### config.mk
export PLATFORM = sky130hd
export DESIGN_NAME = trust_weighted_bearing_fusion_core
export DESIGN_NICKNAME = d
export VERILOG_FILES = /design/src/design/twbf_pkg.sv /design/src/design/twbf_mul.sv /design/src/design/twbf_div.sv /design/src/design/twbf_sqrt.sv /design/src/design/trust_weighted_bearing_fusion_core.sv
export SDC_FILE = /design/constraint.sdc
export NUM_CORES = 2
export LEC_CHECK = 0
export ABC_CLOCK_PERIOD_IN_PS = 8300
export CAP_MARGIN = 20
export CORE_ASPECT_RATIO = 1.5
export CORE_MARGIN = 2
export CORE_UTILIZATION = 30
export DETAILED_ROUTE_END_ITERATION = 16
export DONT_BUFFER_PORTS = 1
export PLACE_DENSITY = 0.44
export SYNTH_ARGS = -nofsm -noshare
export SYNTH_HDL_FRONTEND = slang
export SYNTH_SLANG_ARGS = --single-unit
### constraint.sdc
create_clock -name clock -period 8.3 [get_ports clock]
set_clock_uncertainty 0.2 [all_clocks]
set_input_delay 0.83 -clock clock [delete_from_list [all_inputs] [get_ports clock]]
set_output_delay 0.83 -clock clock [all_outputs]
set_load 0.05 [all_outputs]
### src/design/twbf_pkg.sv
package twbf_pkg;

   localparam int CompBits    = 16;
   localparam int WeightBits  = 16;
   localparam int FloorBits   = 15;
   localparam int MulBits     = (CompBits > WeightBits) ? CompBits : WeightBits;
   localparam int ProdBits    = 2 * MulBits;
   localparam int DivDenBits  = 2 * CompBits;
   localparam int DivNumBits  = ProdBits + DivDenBits;
   localparam int RootBits    = CompBits + 1;
   localparam int SqrtInBits  = 2 * RootBits;
   localparam int SqrtRemBits = RootBits + 2;

   typedef logic [1:0] opcode_type;
   localparam opcode_type OpScent  = 2'd0;
   localparam opcode_type OpVision = 2'd1;
   localparam opcode_type OpTrust  = 2'd2;
   localparam opcode_type OpTick   = 2'd3;

   typedef logic [1:0] csr_index_type;
   localparam csr_index_type CsrFloor    = 2'd0;
   localparam csr_index_type CsrPassthru = 2'd1;
   localparam csr_index_type CsrRenorm   = 2'd2;

   typedef logic signed [CompBits-1:0] comp_type;

   // start pulse toward a serial unit, done pulse back
   typedef struct packed {
      logic start;
   } unit_req_type;

   typedef struct packed {
      logic done;
   } unit_rsp_type;

   function automatic logic [MulBits-1:0] mag_of(input comp_type v);
      logic [CompBits-1:0] m;
      m = v[CompBits-1] ? (~v + 1'b1) : v;
      return MulBits'(m);
   endfunction

endpackage

### src/design/twbf_mul.sv
module twbf_mul (
   input  logic                            clock,
   input  logic                            reset,
   input  twbf_pkg::unit_req_type          ctl,
   input  logic [twbf_pkg::MulBits-1:0]    a,
   input  logic [twbf_pkg::MulBits-1:0]    b,
   output twbf_pkg::unit_rsp_type          sts,
   output logic [twbf_pkg::ProdBits-1:0]   prod
);
   import twbf_pkg::*;

   localparam int CntBits = $clog2(MulBits);

   logic                busy_ff, busy_in;
   logic                done_ff, done_in;
   logic [CntBits-1:0]  cnt_ff, cnt_in;
   logic [ProdBits-1:0] acc_ff, acc_in;
   logic [ProdBits-1:0] mcand_ff, mcand_in;
   logic [MulBits-1:0]  mplier_ff, mplier_in;

   // one multiplier bit per cycle: add shifted multiplicand when the bit is set
   always_comb begin
      busy_in   = busy_ff;
      done_in   = 1'b0;
      cnt_in    = cnt_ff;
      acc_in    = acc_ff;
      mcand_in  = mcand_ff;
      mplier_in = mplier_ff;
      if (ctl.start) begin
         busy_in   = 1'b1;
         cnt_in    = CntBits'(MulBits - 1);
         acc_in    = '0;
         mcand_in  = ProdBits'(a);
         mplier_in = b;
      end else if (busy_ff) begin
         if (mplier_ff[0]) begin
            acc_in = acc_ff + mcand_ff;
         end
         mcand_in  = {mcand_ff[ProdBits-2:0], 1'b0};
         mplier_in = {1'b0, mplier_ff[MulBits-1:1]};
         cnt_in    = cnt_ff - 1'b1;
         if (cnt_ff == '0) begin
            busy_in = 1'b0;
            done_in = 1'b1;
         end
      end
   end

   always_ff @(posedge clock) begin
      if (reset) begin
         busy_ff <= 1'b0;
         done_ff <= 1'b0;
      end else begin
         busy_ff <= busy_in;
         done_ff <= done_in;
      end
      cnt_ff    <= cnt_in;
      acc_ff    <= acc_in;
      mcand_ff  <= mcand_in;
      mplier_ff <= mplier_in;
   end

   assign sts.done = done_ff;
   assign prod     = acc_ff;

endmodule

### src/design/twbf_div.sv
module twbf_div (
   input  logic                              clock,
   input  logic                              reset,
   input  twbf_pkg::unit_req_type            ctl,
   input  logic [twbf_pkg::DivNumBits-1:0]   num,
   input  logic [twbf_pkg::DivDenBits-1:0]   den,
   output twbf_pkg::unit_rsp_type            sts,
   output logic [twbf_pkg::DivNumBits-1:0]   quo
);
   import twbf_pkg::*;

   localparam int CntBits = $clog2(DivNumBits);

   logic                  busy_ff, busy_in;
   logic                  done_ff, done_in;
   logic [CntBits-1:0]    cnt_ff, cnt_in;
   logic [DivNumBits-1:0] sh_ff, sh_in;
   logic [DivDenBits-1:0] den_ff, den_in;
   logic [DivDenBits-1:0] rem_ff, rem_in;
   logic [DivDenBits:0]   trial;
   logic                  qbit;

   // restoring division, one quotient bit per cycle shifted into the dividend register
   always_comb begin
      busy_in = busy_ff;
      done_in = 1'b0;
      cnt_in  = cnt_ff;
      sh_in   = sh_ff;
      den_in  = den_ff;
      rem_in  = rem_ff;
      trial   = {rem_ff, sh_ff[DivNumBits-1]};
      qbit    = trial >= {1'b0, den_ff};
      if (ctl.start) begin
         busy_in = 1'b1;
         cnt_in  = CntBits'(DivNumBits - 1);
         sh_in   = num;
         den_in  = den;
         rem_in  = '0;
      end else if (busy_ff) begin
         rem_in = qbit ? DivDenBits'(trial - {1'b0, den_ff}) : trial[DivDenBits-1:0];
         sh_in  = {sh_ff[DivNumBits-2:0], qbit};
         cnt_in = cnt_ff - 1'b1;
         if (cnt_ff == '0) begin
            busy_in = 1'b0;
            done_in = 1'b1;
         end
      end
   end

   always_ff @(posedge clock) begin
      if (reset) begin
         busy_ff <= 1'b0;
         done_ff <= 1'b0;
      end else begin
         busy_ff <= busy_in;
         done_ff <= done_in;
      end
      cnt_ff <= cnt_in;
      sh_ff  <= sh_in;
      den_ff <= den_in;
      rem_ff <= rem_in;
   end

   assign sts.done = done_ff;
   assign quo      = sh_ff;

endmodule

### src/design/twbf_sqrt.sv
module twbf_sqrt (
   input  logic                              clock,
   input  logic                              reset,
   input  twbf_pkg::unit_req_type            ctl,
   input  logic [twbf_pkg::SqrtInBits-1:0]   x,
   output twbf_pkg::unit_rsp_type            sts,
   output logic [twbf_pkg::RootBits-1:0]     root
);
   import twbf_pkg::*;

   localparam int CntBits = $clog2(RootBits);
   localparam int WideBits = SqrtRemBits + 2;

   logic                   busy_ff, busy_in;
   logic                   done_ff, done_in;
   logic [CntBits-1:0]     cnt_ff, cnt_in;
   logic [SqrtInBits-1:0]  xs_ff, xs_in;
   logic [SqrtRemBits-1:0] rem_ff, rem_in;
   logic [RootBits-1:0]    root_ff, root_in;
   logic [WideBits-1:0]    rn;
   logic [WideBits-1:0]    trial;
   logic                   ge;

   // digit-by-digit square root: two radicand bits in, one root bit out per cycle
   always_comb begin
      busy_in = busy_ff;
      done_in = 1'b0;
      cnt_in  = cnt_ff;
      xs_in   = xs_ff;
      rem_in  = rem_ff;
      root_in = root_ff;
      rn      = {rem_ff, xs_ff[SqrtInBits-1:SqrtInBits-2]};
      trial   = WideBits'({root_ff, 2'b01});
      ge      = rn >= trial;
      if (ctl.start) begin
         busy_in = 1'b1;
         cnt_in  = CntBits'(RootBits - 1);
         xs_in   = x;
         rem_in  = '0;
         root_in = '0;
      end else if (busy_ff) begin
         rem_in  = ge ? SqrtRemBits'(rn - trial) : rn[SqrtRemBits-1:0];
         root_in = {root_ff[RootBits-2:0], ge};
         xs_in   = {xs_ff[SqrtInBits-3:0], 2'b00};
         cnt_in  = cnt_ff - 1'b1;
         if (cnt_ff == '0) begin
            busy_in = 1'b0;
            done_in = 1'b1;
         end
      end
   end

   always_ff @(posedge clock) begin
      if (reset) begin
         busy_ff <= 1'b0;
         done_ff <= 1'b0;
      end else begin
         busy_ff <= busy_in;
         done_ff <= done_in;
      end
      cnt_ff  <= cnt_in;
      xs_ff   <= xs_in;
      rem_ff  <= rem_in;
      root_ff <= root_in;
   end

   assign sts.done = done_ff;
   assign root     = root_ff;

endmodule

### src/design/trust_weighted_bearing_fusion_core.sv
// Sample and trust-update beats produce no result.
// A tick runs the fallback path, the weighted path or the weighted path with
// renormalizing on a bit-serial multiplier, a 64-step divider and a 17-step
// square root, shared by one sequencer; one item is worked at a time.
// Reset (synchronous, active high) clears stored bearings and weights and loads
// floor 3, passthrough on and renormalize on; no result is pending after reset.
module trust_weighted_bearing_fusion_core (
   input  logic                              clock,
   input  logic                              reset,
   input  logic                              req_valid,
   output logic                              req_stall,
   input  twbf_pkg::opcode_type              req_opcode,
   input  logic signed [15:0]                req_bearing_x,
   input  logic signed [15:0]                req_bearing_y,
   input  logic signed [15:0]                req_proximity,
   input  logic                              req_proximity_present,
   input  logic [15:0]                       req_scent_weight,
   input  logic [15:0]                       req_vision_weight,
   output logic                              rsp_valid,
   input  logic                              rsp_stall,
   output logic signed [15:0]                rsp_fused_x,
   output logic signed [15:0]                rsp_fused_y,
   output logic signed [15:0]                rsp_fused_proximity,
   output logic                              rsp_proximity_valid,
   output logic [15:0]                       rsp_scent_weight_used,
   output logic [15:0]                       rsp_vision_weight_used,
   input  logic                              csr_valid,
   output logic                              csr_ready,
   input  twbf_pkg::csr_index_type           csr_index,
   input  logic [twbf_pkg::FloorBits-1:0]    csr_data
);
   import twbf_pkg::*;

   typedef enum logic [3:0] {
      ST_IDLE  = 4'b0001,
      ST_ISSUE = 4'b0010,
      ST_WAIT  = 4'b0100,
      ST_HOLD  = 4'b1000
   } state_type;

   // sequencer steps of a tick
   typedef logic [3:0] step_type;
   localparam step_type StSxx    = 4'd0;
   localparam step_type StSyy    = 4'd1;
   localparam step_type StVxx    = 4'd2;
   localparam step_type StVyy    = 4'd3;
   localparam step_type StFll    = 4'd4;
   localparam step_type StDecide = 4'd5;
   localparam step_type StPw1    = 4'd6;
   localparam step_type StPw2    = 4'd7;
   localparam step_type StDw     = 4'd8;
   localparam step_type StRn     = 4'd9;
   localparam step_type StQx     = 4'd10;
   localparam step_type StQy     = 4'd11;
   localparam step_type StUd     = 4'd12;
   localparam step_type StUr     = 4'd13;

   localparam int SqBits  = ProdBits + 1;
   localparam int DenBits = WeightBits + 1;
   localparam int NumBits = ProdBits + 2;
   localparam logic [RootBits-1:0] UnitOne = RootBits'(1) << (CompBits - 1);
   localparam comp_type CompMax = comp_type'((RootBits'(1) << (CompBits - 1)) - 1'b1);
   localparam comp_type CompMin = comp_type'(RootBits'(1) << (CompBits - 1));

   // saturate a rounded weighted-average magnitude with its sign
   function automatic comp_type wsat(input logic [DivNumBits-1:0] q, input logic neg);
      comp_type r;
      if (neg) begin
         r = (q >= DivNumBits'(UnitOne)) ? CompMin : comp_type'(~q[CompBits-1:0] + 1'b1);
      end else begin
         r = (q >= DivNumBits'(UnitOne)) ? CompMax : comp_type'(q[CompBits-1:0]);
      end
      return r;
   endfunction

   state_type state_ff, state_in;
   step_type  step_ff, step_in;
   logic [1:0] ax_ff, ax_in;

   // configuration
   logic [FloorBits-1:0] floor_ff, floor_in;
   logic                 passthru_ff, passthru_in;
   logic                 renorm_ff, renorm_in;

   // stored sources
   comp_type sx_ff, sx_in, sy_ff, sy_in, sp_ff, sp_in;
   comp_type vx_ff, vx_in, vy_ff, vy_in, vp_ff, vp_in;
   logic     spf_ff, spf_in, vpf_ff, vpf_in;
   logic [WeightBits-1:0] ts_ff, ts_in, tv_ff, tv_in;

   // tick working registers
   logic [SqBits-1:0]     ssq_ff, ssq_in, vsq_ff, vsq_in;
   logic [ProdBits-1:0]   flsq_ff, flsq_in;
   logic [WeightBits-1:0] ws_ff, ws_in, wv_ff, wv_in;
   logic [DenBits-1:0]    den_ff, den_in;
   logic                  pv_ff, pv_in;
   logic [ProdBits-1:0]   p1_ff, p1_in;
   logic [NumBits-2:0]    nmag_ff, nmag_in;
   logic                  nneg_ff, nneg_in;
   comp_type              fx_ff, fx_in, fy_ff, fy_in, fp_ff, fp_in;
   logic [ProdBits-1:0]   fxsq_ff, fxsq_in, fysq_ff, fysq_in;
   logic [DivDenBits-1:0] s_ff, s_in;
   logic [SqrtInBits-1:0] d_ff, d_in;

   // result register
   logic     rv_ff, rv_in;
   comp_type ox_ff, ox_in, oy_ff, oy_in, op_ff, op_in;
   logic     opv_ff, opv_in;
   logic [WeightBits-1:0] ows_ff, ows_in, owv_ff, owv_in;

   // serial units
   unit_req_type          mul_req, div_req, sqrt_req;
   unit_rsp_type          mul_rsp, div_rsp, sqrt_rsp;
   logic [MulBits-1:0]    mul_a, mul_b;
   logic [ProdBits-1:0]   mul_prod;
   logic [DivNumBits-1:0] div_num, div_quo;
   logic [DivDenBits-1:0] div_den;
   logic [RootBits-1:0]   sqrt_root;
   logic                  unit_done;

   comp_type              scomp, vcomp;
   logic                  gate_s, gate_v;
   logic [WeightBits-1:0] ws_w, wv_w;
   logic [DenBits-1:0]    den_w;
   logic signed [NumBits-1:0] num_w;
   logic [NumBits-1:0]    nabs_w;
   logic [DivDenBits:0]   s_w;
   logic [RootBits:0]     rinc_w;
   logic [RootBits-1:0]   r_w;
   logic                  rneg_w;
   comp_type              rsat_w;

   twbf_mul u_mul (
      .clock (clock),
      .reset (reset),
      .ctl   (mul_req),
      .a     (mul_a),
      .b     (mul_b),
      .sts   (mul_rsp),
      .prod  (mul_prod)
   );

   twbf_div u_div (
      .clock (clock),
      .reset (reset),
      .ctl   (div_req),
      .num   (div_num),
      .den   (div_den),
      .sts   (div_rsp),
      .quo   (div_quo)
   );

   twbf_sqrt u_sqrt (
      .clock (clock),
      .reset (reset),
      .ctl   (sqrt_req),
      .x     (d_ff),
      .sts   (sqrt_rsp),
      .root  (sqrt_root)
   );

   assign unit_done = mul_rsp.done | div_rsp.done | sqrt_rsp.done;

   // component under work for the weighted average: x, y, then proximity
   always_comb begin
      case (ax_ff)
         2'd0:    begin scomp = sx_ff; vcomp = vx_ff; end
         2'd1:    begin scomp = sy_ff; vcomp = vy_ff; end
         default: begin scomp = sp_ff; vcomp = vp_ff; end
      endcase
   end

   // gating: a source below the floor loses its weight
   assign gate_s = ssq_ff < SqBits'(flsq_ff);
   assign gate_v = vsq_ff < SqBits'(flsq_ff);
   assign ws_w   = gate_s ? '0 : ts_ff;
   assign wv_w   = gate_v ? '0 : tv_ff;
   assign den_w  = DenBits'(ws_w) + DenBits'(wv_w);

   // signed weighted sum from the two magnitude products
   assign num_w  = (scomp[CompBits-1] ? -$signed(NumBits'(p1_ff)) : $signed(NumBits'(p1_ff)))
                 + (vcomp[CompBits-1] ? -$signed(NumBits'(mul_prod))
                                      : $signed(NumBits'(mul_prod)));
   assign nabs_w = num_w[NumBits-1] ? NumBits'(-num_w) : NumBits'(num_w);
   assign s_w    = (DivDenBits+1)'(fxsq_ff) + (DivDenBits+1)'(mul_prod);

   // unit scaling: r = (isqrt + 1) / 2, capped at one
   assign rinc_w = (RootBits+1)'(sqrt_root) + 1'b1;
   assign r_w    = (rinc_w[RootBits:1] > UnitOne) ? UnitOne : rinc_w[RootBits:1];
   assign rneg_w = ax_ff[0] ? fy_ff[CompBits-1] : fx_ff[CompBits-1];
   always_comb begin
      if (rneg_w) begin
         rsat_w = (r_w == UnitOne) ? CompMin : comp_type'(~r_w[CompBits-1:0] + 1'b1);
      end else begin
         rsat_w = (r_w == UnitOne) ? CompMax : comp_type'(r_w[CompBits-1:0]);
      end
   end

   // unit launch and operand selection
   always_comb begin
      mul_req.start  = 1'b0;
      div_req.start  = 1'b0;
      sqrt_req.start = 1'b0;
      mul_a   = mag_of(sx_ff);
      mul_b   = mag_of(sx_ff);
      div_num = DivNumBits'(NumBits'(nmag_ff) + NumBits'(den_ff >> 1));
      div_den = DivDenBits'(den_ff);
      case (step_ff)
         StSxx: begin
            mul_a = mag_of(sx_ff);
            mul_b = mag_of(sx_ff);
         end
         StSyy: begin
            mul_a = mag_of(sy_ff);
            mul_b = mag_of(sy_ff);
         end
         StVxx: begin
            mul_a = mag_of(vx_ff);
            mul_b = mag_of(vx_ff);
         end
         StVyy: begin
            mul_a = mag_of(vy_ff);
            mul_b = mag_of(vy_ff);
         end
         StFll: begin
            mul_a = MulBits'(floor_ff);
            mul_b = MulBits'(floor_ff);
         end
         StPw1: begin
            mul_a = MulBits'(ws_ff);
            mul_b = mag_of(scomp);
         end
         StPw2: begin
            mul_a = MulBits'(wv_ff);
            mul_b = mag_of(vcomp);
         end
         StQx: begin
            mul_a = mag_of(fx_ff);
            mul_b = mag_of(fx_ff);
         end
         StQy: begin
            mul_a = mag_of(fy_ff);
            mul_b = mag_of(fy_ff);
         end
         StUd: begin
            div_num = {(ax_ff[0] ? fysq_ff : fxsq_ff), {DivDenBits{1'b0}}};
            div_den = s_ff;
         end
         default: begin
         end
      endcase
      if (state_ff == ST_ISSUE) begin
         case (step_ff)
            StSxx, StSyy, StVxx, StVyy, StFll, StPw1, StPw2, StQx, StQy: begin
               mul_req.start = 1'b1;
            end
            StDw, StUd: begin
               div_req.start = 1'b1;
            end
            StUr: begin
               sqrt_req.start = 1'b1;
            end
            default: begin
            end
         endcase
      end
   end

   always_comb begin
      state_in    = state_ff;
      step_in     = step_ff;
      ax_in       = ax_ff;
      floor_in    = floor_ff;
      passthru_in = passthru_ff;
      renorm_in   = renorm_ff;
      sx_in = sx_ff; sy_in = sy_ff; sp_in = sp_ff; spf_in = spf_ff;
      vx_in = vx_ff; vy_in = vy_ff; vp_in = vp_ff; vpf_in = vpf_ff;
      ts_in = ts_ff; tv_in = tv_ff;
      ssq_in  = ssq_ff;
      vsq_in  = vsq_ff;
      flsq_in = flsq_ff;
      ws_in   = ws_ff;
      wv_in   = wv_ff;
      den_in  = den_ff;
      pv_in   = pv_ff;
      p1_in   = p1_ff;
      nmag_in = nmag_ff;
      nneg_in = nneg_ff;
      fx_in = fx_ff; fy_in = fy_ff; fp_in = fp_ff;
      fxsq_in = fxsq_ff;
      fysq_in = fysq_ff;
      s_in    = s_ff;
      d_in    = d_ff;
      rv_in   = rv_ff & rsp_stall;
      ox_in = ox_ff; oy_in = oy_ff; op_in = op_ff; opv_in = opv_ff;
      ows_in = ows_ff; owv_in = owv_ff;

      if (csr_valid) begin
         case (csr_index)
            CsrFloor:    floor_in    = csr_data;
            CsrPassthru: passthru_in = csr_data[0];
            CsrRenorm:   renorm_in   = csr_data[0];
            default: begin
            end
         endcase
      end

      case (state_ff)
         ST_IDLE: begin
            if (req_valid) begin
               case (req_opcode)
                  OpScent: begin
                     sx_in  = req_bearing_x;
                     sy_in  = req_bearing_y;
                     spf_in = req_proximity_present;
                     sp_in  = req_proximity_present ? req_proximity : '0;
                  end
                  OpVision: begin
                     vx_in  = req_bearing_x;
                     vy_in  = req_bearing_y;
                     vpf_in = req_proximity_present;
                     vp_in  = req_proximity_present ? req_proximity : '0;
                  end
                  OpTrust: begin
                     ts_in = req_scent_weight;
                     tv_in = req_vision_weight;
                  end
                  default: begin
                     step_in  = StSxx;
                     state_in = ST_ISSUE;
                  end
               endcase
            end
         end

         ST_ISSUE: begin
            state_in = ST_WAIT;
            case (step_ff)
               StDecide: begin
                  ws_in  = ws_w;
                  wv_in  = wv_w;
                  den_in = den_w;
                  pv_in  = passthru_ff & (spf_ff | vpf_ff);
                  if (den_w == '0) begin
                     // fallback: stronger raw bearing, scent wins ties
                     state_in = ST_HOLD;
                     if (ssq_ff >= vsq_ff && ssq_ff != '0) begin
                        fx_in = sx_ff; fy_in = sy_ff; fp_in = sp_ff;
                     end else if (vsq_ff != '0) begin
                        fx_in = vx_ff; fy_in = vy_ff; fp_in = vp_ff;
                     end else begin
                        fx_in = '0; fy_in = '0; fp_in = '0;
                     end
                  end else begin
                     ax_in    = 2'd0;
                     step_in  = StPw1;
                     state_in = ST_ISSUE;
                  end
               end
               StRn: begin
                  if (renorm_ff) begin
                     step_in  = StQx;
                     state_in = ST_ISSUE;
                  end else begin
                     state_in = ST_HOLD;
                  end
               end
               default: begin
               end
            endcase
         end

         ST_WAIT: begin
            if (unit_done) begin
               state_in = ST_ISSUE;
               step_in  = step_ff + 1'b1;
               case (step_ff)
                  StSxx: ssq_in = SqBits'(mul_prod);
                  StSyy: ssq_in = ssq_ff + SqBits'(mul_prod);
                  StVxx: vsq_in = SqBits'(mul_prod);
                  StVyy: vsq_in = vsq_ff + SqBits'(mul_prod);
                  StFll: flsq_in = mul_prod;
                  StPw1: p1_in = mul_prod;
                  StPw2: begin
                     nmag_in = nabs_w[NumBits-2:0];
                     nneg_in = num_w[NumBits-1];
                  end
                  StDw: begin
                     case (ax_ff)
                        2'd0:    fx_in = wsat(div_quo, nneg_ff);
                        2'd1:    fy_in = wsat(div_quo, nneg_ff);
                        default: fp_in = wsat(div_quo, nneg_ff);
                     endcase
                     if (ax_ff != 2'd2) begin
                        ax_in   = ax_ff + 1'b1;
                        step_in = StPw1;
                     end
                  end
                  StQx: fxsq_in = mul_prod;
                  StQy: begin
                     fysq_in = mul_prod;
                     s_in    = s_w[DivDenBits-1:0];
                     ax_in   = 2'd0;
                     if (s_w == '0) begin
                        state_in = ST_HOLD;
                     end
                  end
                  StUd: d_in = div_quo[SqrtInBits-1:0];
                  StUr: begin
                     if (ax_ff[0]) begin
                        fy_in    = rsat_w;
                        state_in = ST_HOLD;
                     end else begin
                        fx_in   = rsat_w;
                        ax_in   = 2'd1;
                        step_in = StUd;
                     end
                  end
                  default: begin
                  end
               endcase
            end
         end

         ST_HOLD: begin
            // hold until the result register is free, then load it
            if (!rv_ff || !rsp_stall) begin
               rv_in    = 1'b1;
               ox_in    = fx_ff;
               oy_in    = fy_ff;
               op_in    = pv_ff ? fp_ff : '0;
               opv_in   = pv_ff;
               ows_in   = ws_ff;
               owv_in   = wv_ff;
               state_in = ST_IDLE;
            end
         end

         default: begin
            state_in = ST_IDLE;
         end
      endcase
   end

   always_ff @(posedge clock) begin
      if (reset) begin
         state_ff    <= ST_IDLE;
         step_ff     <= StSxx;
         ax_ff       <= 2'd0;
         floor_ff    <= FloorBits'(3);
         passthru_ff <= 1'b1;
         renorm_ff   <= 1'b1;
         sx_ff <= '0; sy_ff <= '0; sp_ff <= '0; spf_ff <= 1'b0;
         vx_ff <= '0; vy_ff <= '0; vp_ff <= '0; vpf_ff <= 1'b0;
         ts_ff <= '0; tv_ff <= '0;
         rv_ff <= 1'b0;
      end else begin
         state_ff    <= state_in;
         step_ff     <= step_in;
         ax_ff       <= ax_in;
         floor_ff    <= floor_in;
         passthru_ff <= passthru_in;
         renorm_ff   <= renorm_in;
         sx_ff <= sx_in; sy_ff <= sy_in; sp_ff <= sp_in; spf_ff <= spf_in;
         vx_ff <= vx_in; vy_ff <= vy_in; vp_ff <= vp_in; vpf_ff <= vpf_in;
         ts_ff <= ts_in; tv_ff <= tv_in;
         rv_ff <= rv_in;
      end
      ssq_ff  <= ssq_in;
      vsq_ff  <= vsq_in;
      flsq_ff <= flsq_in;
      ws_ff   <= ws_in;
      wv_ff   <= wv_in;
      den_ff  <= den_in;
      pv_ff   <= pv_in;
      p1_ff   <= p1_in;
      nmag_ff <= nmag_in;
      nneg_ff <= nneg_in;
      fx_ff   <= fx_in;
      fy_ff   <= fy_in;
      fp_ff   <= fp_in;
      fxsq_ff <= fxsq_in;
      fysq_ff <= fysq_in;
      s_ff    <= s_in;
      d_ff    <= d_in;
      ox_ff   <= ox_in;
      oy_ff   <= oy_in;
      op_ff   <= op_in;
      opv_ff  <= opv_in;
      ows_ff  <= ows_in;
      owv_ff  <= owv_in;
   end

   assign req_stall              = state_ff != ST_IDLE;
   assign csr_ready              = 1'b1;
   assign rsp_valid              = rv_ff;
   assign rsp_fused_x            = ox_ff;
   assign rsp_fused_y            = oy_ff;
   assign rsp_fused_proximity    = op_ff;
   assign rsp_proximity_valid    = opv_ff;
   assign rsp_scent_weight_used  = ows_ff;
   assign rsp_vision_weight_used = owv_ff;

endmodule
=== After elaboration in Yosys (flattened, before gate mapping) ===
Index checks and enable logic that the tools add are counted.

* Bitwise operators: 18
* Reductions and logical operators: 53
* Muxes and demuxes: 115
* Equality and inequality tests: 44
* Add/subtract/negate cells: 28
* Magnitude comparators: 7

{| class="wikitable"
|+ Operators by type and width
! kind !! count
|-
| $mux 16 || 42
|-
| $pmux 16 s8 || 2
|-
| $pmux 16 s2 || 7
|-
| $mux 64 || 3
|-
| $add 16x1->16 const B || 10
|-
| $not 16->16 || 10
|-
| $mux 34 || 4
|-
| $pmux 33 s2 || 2
|-
| $neg 32->34 || 2
|-
| $add 33x32->33 || 2
|-
| $lt 33x32->1 || 2
|-
| $reduce_bool 33->1 || 2
|-
| $ge 64x16->1 const B || 1
|-
| $mux 32 || 2
|-
| $mux 4 || 15
|-
| $add 33x16->34 || 1
|-
| $add 34x34->34 || 1
|-
| $mux 17 || 2
|-
| $add 32x32->33 || 1
|-
| $ge 33x32->1 || 1
|-
| $ge 33x33->1 || 1
|-
| $logic_not 33->1 || 1
|-
| $mux 33 || 1
|-
| $neg 33->33 || 1
|-
| other kinds (55) || 149
|}

* Output and inout bits: 84
* Word-level logic and storage cells: 326
* Bits of input ports: 105
* Flip-flop bits (word level): 930

=== Depth between registers and ports, before layout ===
* Depth after elaboration: 11
* Gate-level depth with buffers: 31
* Mapped depth without buffers: 28

=== Cells and area by module ===
A second synthesis with hierarchy kept.

* Cells, all modules: 6,209
* Area, all modules: 58,589.9 µm²

{| class="wikitable"
|+ By module, submodules not included
! module !! cells an instance !! sequential area each (µm²) !! area each (µm²) !! instances
|-
| trust_weighted_bearing_fusion_core || 4,581 || 17,366.7 || 41,845.1 || 1
|-
| twbf_div || 706 || 3,683.5 || 7,586.0 || 1
|-
| twbf_mul || 511 || 2,042.0 || 4,976.0 || 1
|-
| twbf_sqrt || 411 || 1,881.8 || 4,182.8 || 1
|}

=== Worst setup path after synthesis ===
OpenSTA, ideal clock, no wires.

* Kind: reg2reg
* From: register vsq_ff[10]
* To: register fp_ff[0] (enable)
* Data arrival time: 7.540 ns
* Path slack: 0.165 ns
* Path buffers: 2
* Data required time: 7.706 ns
* Period minus slack after synthesis: 8.135 ns
* Setup time: 0.394 ns
* Stages on the path, launching flop included: 27
* Cell sequence: edfxtp_1 > ha_1 > a21o_1 > a21o_1 > a21oi_1 > o211ai_1 > a221o_1 > a221oi_1 > o21ai_0 > a2111oi_0 > clkbuf_1 > nor2b_1 > ha_1 > fa_1 > a21o_1 > a21oi_1 > o21ai_1 > a2111oi_2 > nor2_1 > xnor2_1 > or4b_1 > or4_1 > or4_1 > buf_2 > nand2_1 > nand2_1 > a21oi_1

* Longest elaborated chain between the ends: 6

{| class="wikitable"
|+ RTL lines
! element !! line !! RTL
|-
| start: declaration || trust_weighted_bearing_fusion_core.sv:92 || <nowiki>logic [SqBits-1:0] ssq_ff, ssq_in, vsq_ff, vsq_in;</nowiki>
|-
| start signal: assignment || trust_weighted_bearing_fusion_core.sv:470 || <nowiki>vsq_ff <= vsq_in;</nowiki>
|-
| $lt 33x32->1 || trust_weighted_bearing_fusion_core.sv:175 || <nowiki>assign gate_v = vsq_ff < SqBits'(flsq_ff);</nowiki>
|-
| $mux 16 || trust_weighted_bearing_fusion_core.sv:177 || <nowiki>assign wv_w = gate_v ? '0 : tv_ff;</nowiki>
|-
| via wv_w[0] || trust_weighted_bearing_fusion_core.sv:123 || <nowiki>logic [WeightBits-1:0] ws_w, wv_w;</nowiki>
|-
| $add 16x16->17 || trust_weighted_bearing_fusion_core.sv:178 || <nowiki>assign den_w = DenBits'(ws_w) + DenBits'(wv_w);</nowiki>
|-
| via den_w[8] || trust_weighted_bearing_fusion_core.sv:124 || <nowiki>logic [DenBits-1:0] den_w;</nowiki>
|-
| $logic_not 17->1 || trust_weighted_bearing_fusion_core.sv:344 || <nowiki>if (den_w == '0) begin</nowiki>
|-
| $ne 2x1->1 (no line) || n/a ||
|-
| $reduce_and 6->1 (no line) || n/a ||
|-
| end signal: assignment || trust_weighted_bearing_fusion_core.sv:481 || <nowiki>fp_ff <= fp_in;</nowiki>
|-
| end: declaration || trust_weighted_bearing_fusion_core.sv:100 || <nowiki>comp_type fx_ff, fx_in, fy_ff, fy_in, fp_ff, fp_in;</nowiki>
|}

The timed path passes the listed nets, and every way through them passes these cells.
A chain may end at the register's enable or synchronous reset.

=== Final worst setup path ===
* From: register vsq_ff[10]
* To: register fp_ff[11] (enable)

Same word-level chain as after synthesis.

==> impl_metrics.json <==
{
  "grt_pass1_vias": 45400,
  "setup_viol": 0,
  "max_slew_margin_pct": 24.5,
  "tns_ps": 0,
  "crit_family": "compound AO/OA/AOI/OAI gates",
  "row_count": 195,
  "timing.rr.start": "vsq_ff[10]",
  "hold_depth": 1,
  "dpl_cell_area_sq_um": 59700,
  "cp-start-kind": "flop",
  "arrival_ps": 8020,
  "netlist_area_sq_um": 56600,
  "power_density_nw_per_um2": 231,
  "die_w_um": 359,
  "clockRootBuffer": "clkbuf_16",
  "cp_slowest_cell": "or4_1",
  "worstHoldEndpoint": "floor_ff[1]",
  "drv_cap": 0,
  "syn_inst": 6093,
  "synth_cell_types": 102,
  "stdcell_area_sq_um": 63600,
  "max_freq_mhz": 128,
  "clkTransAtPathRegs_ps": 70,
  "syn_nets": 6569,
  "drtPass1Iterations": 6,
  "grt_usage_pct": 20.5,
  "drtIter0Drc": 3054,
  "reg2regPathDepth": 26,
  "rsz0062_at_grt": "false",
  "cts_resized": 0,
  "cts_made_buffers": 97,
  "worst_pin_slew_ps": 1100,
  "status": "completed",
  "port_buffers": 0,
  "path_buf_inv": 3,
  "vias_per_cell": 5.29,
  "syn_area_per_cell_sq_um": 9.29,
  "grt_max_degree": 127,
  "critPathMaxStageDelay_ps": 650,
  "synth_seq_cells": 930,
  "pin_count": 189,
  "holdCritStartpoint": "reset",
  "critPathKind": "reg -> reg",
  "worstSetupEndpointType": "flop",
  "r2r-end": "fp_ff[11]",
  "h-tree-depth": 3,
  "design.die.area_sq_um": 192000,
  "grt_pass1_wl_um": 296000,
  "leakage_uw": 0.0241,
  "final_layout_size_suffix_gt1_share_pct": 6.38,
  "synth_ff_type": "edfxtp_1",
  "place_hpwl_um": 152000,
  "hold_viol_final": 0,
  "synth-async-reset-ratio_pct": 0,
  "die_h_um": 536,
  "fin_crit_ps": 7800,
  "post_cts_buffers": 0,
  "wirelength_um": 201000,
  "drtAntennaViolNets": 0,
  "gp_congestion": 0.922,
  "core_sq_um": 188000,
  "synth_edf_count": 635,
  "vias": 45500,
  "crit_path_max_fanout": 16,
  "start_util_pct": 30.1,
  "nNetsFinal": 6536,
  "clk_latency_ps": 760,
  "yosysWarnings": 0,
  "max-vdd-ir-drop_mv": 0.176,
  "period_share_pct": 94.0,
  "gr-total-overflow": 0,
  "areaGrowthSynthToFinish_pct": 12.3,
  "seq_area_frac_synth_pct": 44.1,
  "cts_tree": "built",
  "drc": 0,
  "fin_hold_ws_ps": 19.6,
  "cp.required_ps": 8520,
  "antenna_found_initial": 10,
  "report.final.slew_viol_count": 0,
  "rrSetupSlack_ps": 500,
  "routedWlPerCell_um": 23.3,
  "cts_hold_buffers": 55,
  "clock_path_buffers": 3,
  "hold_path.class": "in -> reg",
  "clkSinkCount": 930
}
==> worst max path at each step <==
stage,endpoint,start,cells after the start
after floorplan,fp_ff[0],vsq_ff[10],26
after global placement,fp_ff[12],vsq_ff[10],26
after detailed placement,fp_ff[12],vsq_ff[10],26
after CTS,fp_ff[12],vsq_ff[10],26
after global routing,fp_ff[11],vsq_ff[10],26
final,fp_ff[11],vsq_ff[10],26
==> flip-flops by register name, indices dropped and copies added (netlist names), 17 cells and up <==
name            cells
u_div.quo          64
d_ff               34
u_sqrt.xs_ff       34
nmag_ff            33
ssq_ff             33
vsq_ff             33
flsq_ff            32
fxsq_ff            32
fysq_ff            32
p1_ff              32
s_ff               32
u_div.den_ff       32
u_div.rem_ff       32
u_mul.mcand_ff     32
u_mul.prod         32
u_sqrt.rem_ff      19
den_ff             17
u_sqrt.root        17
==> layout make-up <==
class / count / area (sq um)
timing repair buffer: 175 / 1560
clock buffer: 131 / 2740
multi-input combinational: 4620 / 29900
tap: 2462 / 3080
antenna: 2 / 5.00
sequential: 930 / 25000
fill: 19300 / 124000
inverter: 236 / 886
clock inverter: 51 / 507
==> layout by cell type (no fill, tap or decap), drive strengths merged, types with 33 or more instances in the layout <==
| cell | n |
|---|---|
| a211oi | 44 |
| a21o | 129 |
| a21oi | 552 |
| a22o | 49 |
| a22oi | 33 |
| a31oi | 81 |
| and2 | 55 |
| and3 | 60 |
| buf | 120 |
| clkbuf | 132 |
| clkinv | 33 |
| dfxtp | 295 |
| dlygate4sd3 | 54 |
| edfxtp | 635 |
| ha | 363 |
| inv | 241 |
| mux2i | 104 |
| nand2 | 931 |
| nand2b | 57 |
| nand3 | 153 |
| nand4 | 41 |
| nor2 | 351 |
| nor2b | 85 |
| nor3 | 100 |
| nor4 | 71 |
| o21a | 39 |
| o21ai | 337 |
| o21bai | 35 |
| o22ai | 40 |
| o31ai | 93 |
| or3 | 47 |
| xnor2 | 249 |
| xor2 | 180 |
==> logic make-up (layout without fill, tap and decap cells) <==
kind of cell    count (synthesis)  count (layout)  synth area share [%]
other cells                     1               3               0.00662
flops                         930             930                  44.1
compound gates               1630            1630                  18.2
mux                           114             114                  2.04
xor+xnor                      429             429                  6.63
simple gates                 2075            2075                  17.1
buf+inv                       543             593                  3.62
fa+ha+maj                     371             371                  8.30
==> layer usage <==
metal | part of all wire [%] | track usage [%] | up-vias
met2 | 53 | 38.4 | 1022
li1 | - | - | 22100
met4 | 5.3 | 9.95 | 6
met3 | 3.8 | 2.53 | 312
met1 | 38 | 22.4 | 22100
met5 | 0.019 | 0 | -
==> report_power, final <==
group / switching [uW] / internal, uW
clock: 2040 / 2490
sequential: 204 / 5290
combinational: 2870 / 1820
==> cell usage after synthesis, types with 16 or more instances <==
cell type / n / area (sq um)
o21ai_0: 330 / 1650
edfxtp_1: 635 / 19100
a211oi_1: 41 / 308
inv_1: 235 / 882
nand4_1: 41 / 257
and3_1: 60 / 375
nor4_1: 69 / 432
a21oi_1: 549 / 2750
buf_1: 19 / 71.3
a31oi_1: 81 / 507
dfxtp_1: 295 / 5910
a21o_1: 129 / 968
clkbuf_1: 282 / 1060
o21a_1: 39 / 293
xnor2_1: 249 / 2180
o31ai_1: 90 / 676
and2_1: 54 / 338
ha_1: 363 / 4540
a22oi_1: 33 / 248
nand2b_1: 57 / 357
nand3_1: 153 / 766
o21bai_1: 35 / 263
or2_2: 26 / 163
o41ai_1: 23 / 201
a22o_1: 49 / 429
or4_1: 27 / 203
a211o_1: 18 / 158
nand2_1: 931 / 3490
o211ai_1: 20 / 150
mux2i_1: 104 / 1040
nor3_1: 100 / 500
or3_1: 45 / 282
xor2_1: 180 / 1580
nor2_1: 349 / 1310
a21boi_0: 16 / 120
nor2b_1: 85 / 532
o22ai_1: 40 / 250
==> per-stage QoR <==
| stage | utilization (%) | worst slack [ps] | instances | total power, uW |
|---|---|---|---|---|
| 3_3_place_gp | 31.8 | 394 | 8365 | 10200 |
| 6_report | 33.9 | 501 | 8607 | 14700 |
| 5_1_grt | 33.9 | 23.1 | 8606 | 15600 |
| 3_5_place_dp | 31.8 | 444 | 8365 | 10300 |
| 2_1_floorplan | - | 165 | 6093 | 8890 |
| 4_1_cts | 33.8 | 395 | 8602 | 14900 |
Note: power is estimated with default switching activity, not from simulation.
